<file path="src/rtl/core/pgi_pkg.sv">
// shared types and constants of the pair gravity impulse unit
package pgi_pkg;

  localparam int FRAC_BITS_DEF = 16;
  localparam int CFG_IDX_W     = 2;
  localparam int CFG_DATA_W    = 32;
  localparam int DT_FRAC       = 16;

  localparam logic [CFG_IDX_W-1:0] REG_STRENGTH = 2'd0;
  localparam logic [CFG_IDX_W-1:0] REG_CUTOFF   = 2'd1;

  localparam logic ACT_INIT  = 1'b0;
  localparam logic ACT_SOLVE = 1'b1;

  localparam logic OP_DIV  = 1'b0;
  localparam logic OP_SQRT = 1'b1;

  typedef struct packed {
    logic start;
    logic op;
  } div_req_t;

  typedef struct packed {
    logic               action;
    logic signed [31:0] pos_a_x;
    logic signed [31:0] pos_a_y;
    logic signed [31:0] pos_b_x;
    logic signed [31:0] pos_b_y;
    logic signed [31:0] vel_a_x;
    logic signed [31:0] vel_a_y;
    logic signed [31:0] vel_b_x;
    logic signed [31:0] vel_b_y;
    logic [63:0]        inv_mass_pair;
    logic [15:0]        step_time;
    logic               warm_start;
  } in_word_t;

  typedef struct packed {
    logic signed [31:0] new_vel_a_x;
    logic signed [31:0] new_vel_a_y;
    logic signed [31:0] new_vel_b_x;
    logic signed [31:0] new_vel_b_y;
    logic signed [31:0] impulse_out_x;
    logic signed [31:0] impulse_out_y;
    logic               settled;
  } out_word_t;

endpackage

</file>
<file path="src/rtl/core/pgi_divsqrt.sv">
// restoring divider and square root sharing one compare/subtract, one bit per cycle
module pgi_divsqrt #(
  parameter int NUM_W = 80,
  parameter int DEN_W = 66
) (
  input  logic                   clk,
  input  logic                   rst,
  input  pgi_pkg::div_req_t      req,
  input  logic [NUM_W-1:0]       num,
  input  logic [DEN_W-1:0]       den,
  output logic [NUM_W-1:0]       quot,
  output logic                   done
);

  localparam int CMP_W = ((NUM_W > DEN_W) ? NUM_W : DEN_W) + 3;
  localparam int CNT_W = $clog2(NUM_W + 1);

  logic [NUM_W-1:0] sh, qr;
  logic [DEN_W-1:0] rem, den_q;
  logic             op_q, zero_den, busy;
  logic [CNT_W-1:0] cnt;
  logic [CMP_W-1:0] part, trial, diff;
  logic             ge;

  always_comb begin
    if (op_q == pgi_pkg::OP_SQRT) begin
      part  = {{(CMP_W-DEN_W-2){1'b0}}, rem, sh[NUM_W-1 -: 2]};
      trial = {{(CMP_W-NUM_W-2){1'b0}}, qr, 2'b01};
    end else begin
      part  = {{(CMP_W-DEN_W-1){1'b0}}, rem, sh[NUM_W-1]};
      trial = {{(CMP_W-DEN_W){1'b0}}, den_q};
    end
    diff = part - trial;
    ge   = (part >= trial);
  end

  always_ff @(posedge clk) begin
    if (rst) begin
      busy <= 1'b0;
      done <= 1'b0;
    end else begin
      done <= 1'b0;
      if (req.start) begin
        busy     <= 1'b1;
        op_q     <= req.op;
        sh       <= num;
        den_q    <= den;
        rem      <= '0;
        qr       <= '0;
        zero_den <= (req.op == pgi_pkg::OP_DIV) && (den == '0);
        cnt      <= (req.op == pgi_pkg::OP_SQRT) ? CNT_W'(NUM_W / 2) : CNT_W'(NUM_W);
      end else if (busy) begin
        rem <= ge ? diff[DEN_W-1:0] : part[DEN_W-1:0];
        qr  <= {qr[NUM_W-2:0], ge};
        sh  <= (op_q == pgi_pkg::OP_SQRT) ? (sh << 2) : (sh << 1);
        cnt <= cnt - CNT_W'(1);
        if (cnt == CNT_W'(1)) begin
          busy <= 1'b0;
          done <= 1'b1;
        end
      end
    end
  end

  assign quot = zero_den ? '0 : qr;

endmodule

</file>
<file path="config.mk">
export PLATFORM = sky130hd
export DESIGN_NAME = pgi_divsqrt
export DESIGN_NICKNAME = d
export VERILOG_FILES = /design/src/rtl/core/pgi_pkg.sv /design/src/rtl/core/pgi_divsqrt.sv
export SDC_FILE = /design/constraint.sdc
export NUM_CORES = 1
export LEC_CHECK = 0
export ABC_AREA = 1
export BUFFER_PORTS_ARGS = -buffer_cell sky130_fd_sc_hd__buf_2
export CAP_MARGIN = 20
export CORE_MARGIN = 2
export CORE_UTILIZATION = 45
export CTS_BUF_LIST = sky130_fd_sc_hd__clkbuf_2 sky130_fd_sc_hd__clkbuf_4 sky130_fd_sc_hd__clkbuf_8
export DETAILED_ROUTE_END_ITERATION = 8
export HOLD_SLACK_MARGIN = 0.08
export PLACE_DENSITY = 0.64
export RECOVER_POWER = 50
export SYNTH_ARGS = -nofsm -noshare
export SYNTH_HDL_FRONTEND = slang
export SYNTH_SLANG_ARGS = --single-unit
</file>
<file path="constraint.sdc">
create_clock -name clk -period 15.3 [get_ports clk]
set_input_delay 0.765 -clock clk [delete_from_list [all_inputs] [get_ports clk]]
set_output_delay 0.765 -clock clk [all_outputs]
set_load 0.05 [all_outputs]
</file>
# ---- After elaboration in Yosys (flattened, before gate mapping)
# Index checks and enable logic that the tools add are counted.
# W data, S select, Z words.
dict set report word_totals {
  register_bits 303
  latch_bits 0
  ram_bits 0
  romBits 0
  in_bits 150
  mem_count 0
}
dict set report op_classes {
  n_addsub 2
  n_mul 0
  div 0
  n_lt_le_gt_ge 1
  eq_ne 1
  n_shift 0
  muxes 16
  bitwise_logic 3
  n_reduce_logical 6
}
# cell n
set ops {}
lappend ops {{$mux W80} 5}
lappend ops {{$mux W66} 2}
lappend ops {{$ge A68 B82 Y1} 1}
lappend ops {{$mux W82} 1}
lappend ops {{$mux W68} 1}
lappend ops {{$logic_not A66 Y1} 1}
lappend ops {{$sub A66 B66 Y66} 1}
lappend ops {{$mux W7} 3}
lappend ops {{$eq A7 B1 Y1 const B} 1}
lappend ops {{$sub A7 B1 Y7 const B} 1}
lappend ops {{$mux W1} 4}
lappend ops {{$reduce_and A2 Y1} 2}
lappend ops {{$not A1 Y1} 3}
lappend ops {{$reduce_or A3 Y1} 1}
lappend ops {{$reduce_bool A2 Y1} 1}
lappend ops {{$logic_and A1 B1 Y1} 1}

# ---- Logic depth before layout (Yosys ltp)
dict set report depth {
  ltp_word 4
  mapped_depth 24
}

# ---- Worst setup path after synthesis
# No wires, ideal clock.
dict set report synth_path {
  path_type {input to register}
  start {input req[1] in the netlist's numbering}
  end {register cnt[0], enable pin}
  setup_ns 0.909
  arrival_ns 12.396
  required_time_ns 14.391
  path_slack_ns 1.996
  cell_stages 4
  path_buffers 2
  cell_sequence {clkbuf_1 inv_2 clkbuf_1 a21oi_1}
}
dict set report synth_between {
  elab_chain_cells 2
}
# item line
set synth_lines {}
lappend synth_lines {{start: declaration} pgi_divsqrt.sv:8} ;# input pgi_pkg::div_req_t req,
lappend synth_lines {{$reduce_bool A2 Y1 (no source line)} --}
lappend synth_lines {{$reduce_and A2 Y1 (no source line)} --}
lappend synth_lines {{end signal: assignment} pgi_divsqrt.sv:51} ;# cnt <= (req.op == pgi_pkg::OP_SQRT) ? CNT_W'(NUM_W / 2) : CNT_W'(NUM_W);
lappend synth_lines {{end signal: assignment} pgi_divsqrt.sv:56} ;# cnt <= cnt - CNT_W'(1);
lappend synth_lines {{end: declaration} pgi_divsqrt.sv:21} ;# logic [CNT_W-1:0] cnt;
# Every way passes these cells.
# A chain may end at the register's enable or synchronous reset.

# ---- Worst setup path in the final report
dict set report layout_path {
  start {input req[1] in the netlist's numbering}
  end {register den_q[36], enable pin}
}
dict set report layout_between {
  elab_chain_cells 1
}
# item line
set layout_lines {}
lappend layout_lines {{$reduce_and A2 Y1 (no source line)} --}
lappend layout_lines {{end signal: assignment} pgi_divsqrt.sv:47} ;# den_q <= den;
lappend layout_lines {{end: declaration} pgi_divsqrt.sv:19} ;# logic [DEN_W-1:0] rem, den_q;
# Every way passes these cells.

==> results.json <==
{
  "outcome": "finished with violations",
  "violations": "max-capacitance violations, max-slew violations",
  "powerDensity_mw_per_mm2": 104.4,
  "io_buffer_count": 230,
  "core-area_sq_mm": 0.04626,
  "final_area_sq_mm": 0.02342,
  "synth_cell_types": 43,
  "dieArea_sq_mm": 0.04825,
  "fin_tns_setup_ps": 0,
  "layout.nets": 3352,
  "grt_max_degree": 206,
  "n_antenna_cell": 0,
  "first_global_vias": 18368,
  "start_util": 0.4524,
  "cts_num_sinks": 303,
  "initialDrtViolationCount": 1619,
  "grt_usage": 0.2687,
  "drtAntennaViolNets": 0,
  "rows": 79,
  "rsz0062_at_grt": "false",
  "ctsLongestPathBuffers": 3,
  "cap_violations": 3,
  "fill_cells": 4706,
  "antenna_found_initial": 1,
  "synth_top_family_by_area": "simple AND/OR/NAND/NOR gates",
  "r2r_setup_slack_ps": 9790,
  "fin_util": 0.5064,
  "cts_resized": 0,
  "synth_fa_ha_area_frac": 0.04281,
  "die_y_microns": 219.7,
  "cp_data_required_time_ps": 15550,
  "cts_tree": "done",
  "slowest_stage": "clkinvlp_2",
  "path_class": "in -> reg",
  "cp_max_fo": 101,
  "clk_pin_slew_ps": 60,
  "cts-root-buf": "clkbuf_8",
  "instances_no_fill": 3775,
  "synth_area_leaders": "edfxtp_1 43%, nand2_1 16%, inv_1 8.1%",
  "synth_simple_gate_area_frac": 0.3080,
  "tightest_slew_ps": 4626,
  "fin_skew_ps": 38.11,
  "drtPass1Iterations": 6,
  "dp_hpwl_microns": 48320,
  "htreeDepth": 2,
  "synth-warning-count": 0,
  "synth-seq-cells": 303,
  "clk_latency_ps": 660,
  "crit_top_cell": "buf_4",
  "synth_mux_area_frac": 0,
  "timing_hold_violations_final": 0,
  "overflow": 0,
  "dpl.cell_count": 3684,
  "synth_xor_xnor_area_share": 0.01423,
  "finalWorstSetupSlack_ps": 5817,
  "yosys.area.top_type": "edfxtp_1",
  "syn_area_sq_mm": 0.02093,
  "cts_setup_buffers": 0,
  "relSlewSlack": -2.084,
  "synthCells": 2942,
  "placed_area_sq_mm": 0.02249,
  "critPathBufInv": 4,
  "routedWlPerCell_microns": 17.20,
  "fmax_mhz": 105.4,
  "cts_inserted_buffers": 52,
  "synth_seq_area_share": 0.4338,
  "gp_congestion": 1.038,
  "grt_pass1_wl_microns": 100600,
  "synth-async-reset-ratio": 0,
  "synth_nets": 3163,
  "period_share": 0.6198,
  "post_drt_via_cell_ratio": 5.157,
  "multi_input_comb_area_sq_mm": 0.009661,
  "leakage_nw": 11.47,
  "register_area_sq_mm": 0.009079,
  "slew_violations": 243,
  "hold_buffers": 0,
  "fp.dieW_microns": 219.7,
  "synth_top_flop_cell": "edfxtp_1",
  "num_vias": 19467,
  "io_pins": 231,
  "path_cells": "clkbuf_1 -> clkinvlp_2 -> buf_4 -> nor2_4 -> buf_4",
  "cp-end-kind": "register",
  "wirelength_microns": 64920,
  "post-route-min-period_ps": 9483,
  "post-place-ws_ps": 10030,
  "drc_errors": 0,
  "avgSynthCellArea_sq_um": 7.113,
  "cpPeakStageDelay_ps": 3770,
  "area_growth_pct": 11.93,
  "drive_gt1_frac": 0.1092,
  "synth_compound_area_frac": 0.09620,
  "crit_family": "buffers and inverters",
  "yosys.area.top_type_share": 0.4319,
  "hold_class": "in -> reg",
  "setup_viol": 0,
  "synth_enable_flop_cells": 301,
  "worst-endpoint-arrival_ps": 9730,
  "ir_worst_vdd_mv": 0.07289,
  "start_kind": "input port"
}
[report_power, final]
part	internal [mW]	switching, mW
logic	0.202	0.485
registers	0.984	0.0218
clock network	0.405	0.349
total	1.59	0.856
[final timing paths]
path	from	to	cells after the start
worst max-delay path	req[1]	den_q[36]	5
worst min-delay path	den[12]	den_q[12]	1
worst max register to register	op_q	rem[22]	17
worst min register to register	busy	done	2
[cells in the mapped netlist (10+ instances only)]
library cell,n
nand2_2,10
inv_1,450
xor2_1,33
ha_1,70
nand3_1,56
o21ai_0,172
clkbuf_1,79
nand2_1,916
nand3b_1,19
edfxtp_1,301
nor2_1,448
nor3_1,11
or2_2,20
nor4_1,28
nor2_2,31
a21oi_1,209
nand4_1,17
[final cells by class]
type	instances	share of cell area
Sequential cell	303	0.3876
Clock inverter	24	0.007959
Inverter	460	0.07387
Tap cell	607	0.03242
Multi-Input combinational cell	2075	0.4124
Timing Repair Buffer	239	0.05010
Clock buffer	67	0.03563
[placed cells by master (no fill, tap or decap), types with 5 or more instances in the layout]
cell type and count:
ha_1 70, nand2_1 916, nor3_1 11, clkinv_1 16
clkbuf_8 53, nand4_1 17, nor2_2 31, clkbuf_4 14
inv_1 450, a21oi_1 209, nor4_1 28, o21ai_1 8
edfxtp_1 301, buf_4 6, clkbuf_1 54, inv_2 5
or2_2 20, nand3b_1 19, clkinv_2 5, nand2_2 10
xor2_1 33, nor2_1 447, nand3_1 56, o21ai_0 172
buf_2 177
[state kept, by name, indices dropped and copies added, names as in the netlist]
register,cells
qr,80
sh,80
den_q,66
rem,66
cnt,7
busy,1
done,1
op_q,1
zero_den,1
[kinds of logic (layout without fill, tap and decap cells)]
logic type | Yosys count | in the layout
fa+ha+maj | 71 | 71
buf+inv | 564 | 790
simple gates | 1574 | 1574
xor+xnor | 34 | 34
flops | 303 | 303
compound gates | 396 | 396
[metrics by stage]
| stage | power, mW | hold WS, ps |
|---|---|---|
| after floorplan | 1.507 | 420.9 |
| after global placement | 1.693 | 497.5 |
| after detailed placement | 1.698 | 504.8 |
| after CTS | 2.456 | 252.1 |
| after global routing | 2.580 | 273.9 |
| final | 2.446 | 289.6 |
[metal layers]
layer,up-vias,track usage,share of wire
li1,9688,-,-
met1,8969,0.3868,0.46
met2,696,0.4123,0.43
met3,112,0.04044,0.072
met4,2,0.09239,0.034
met5,-,0,0.00037
Note: power is estimated with default switching activity, not from simulation.
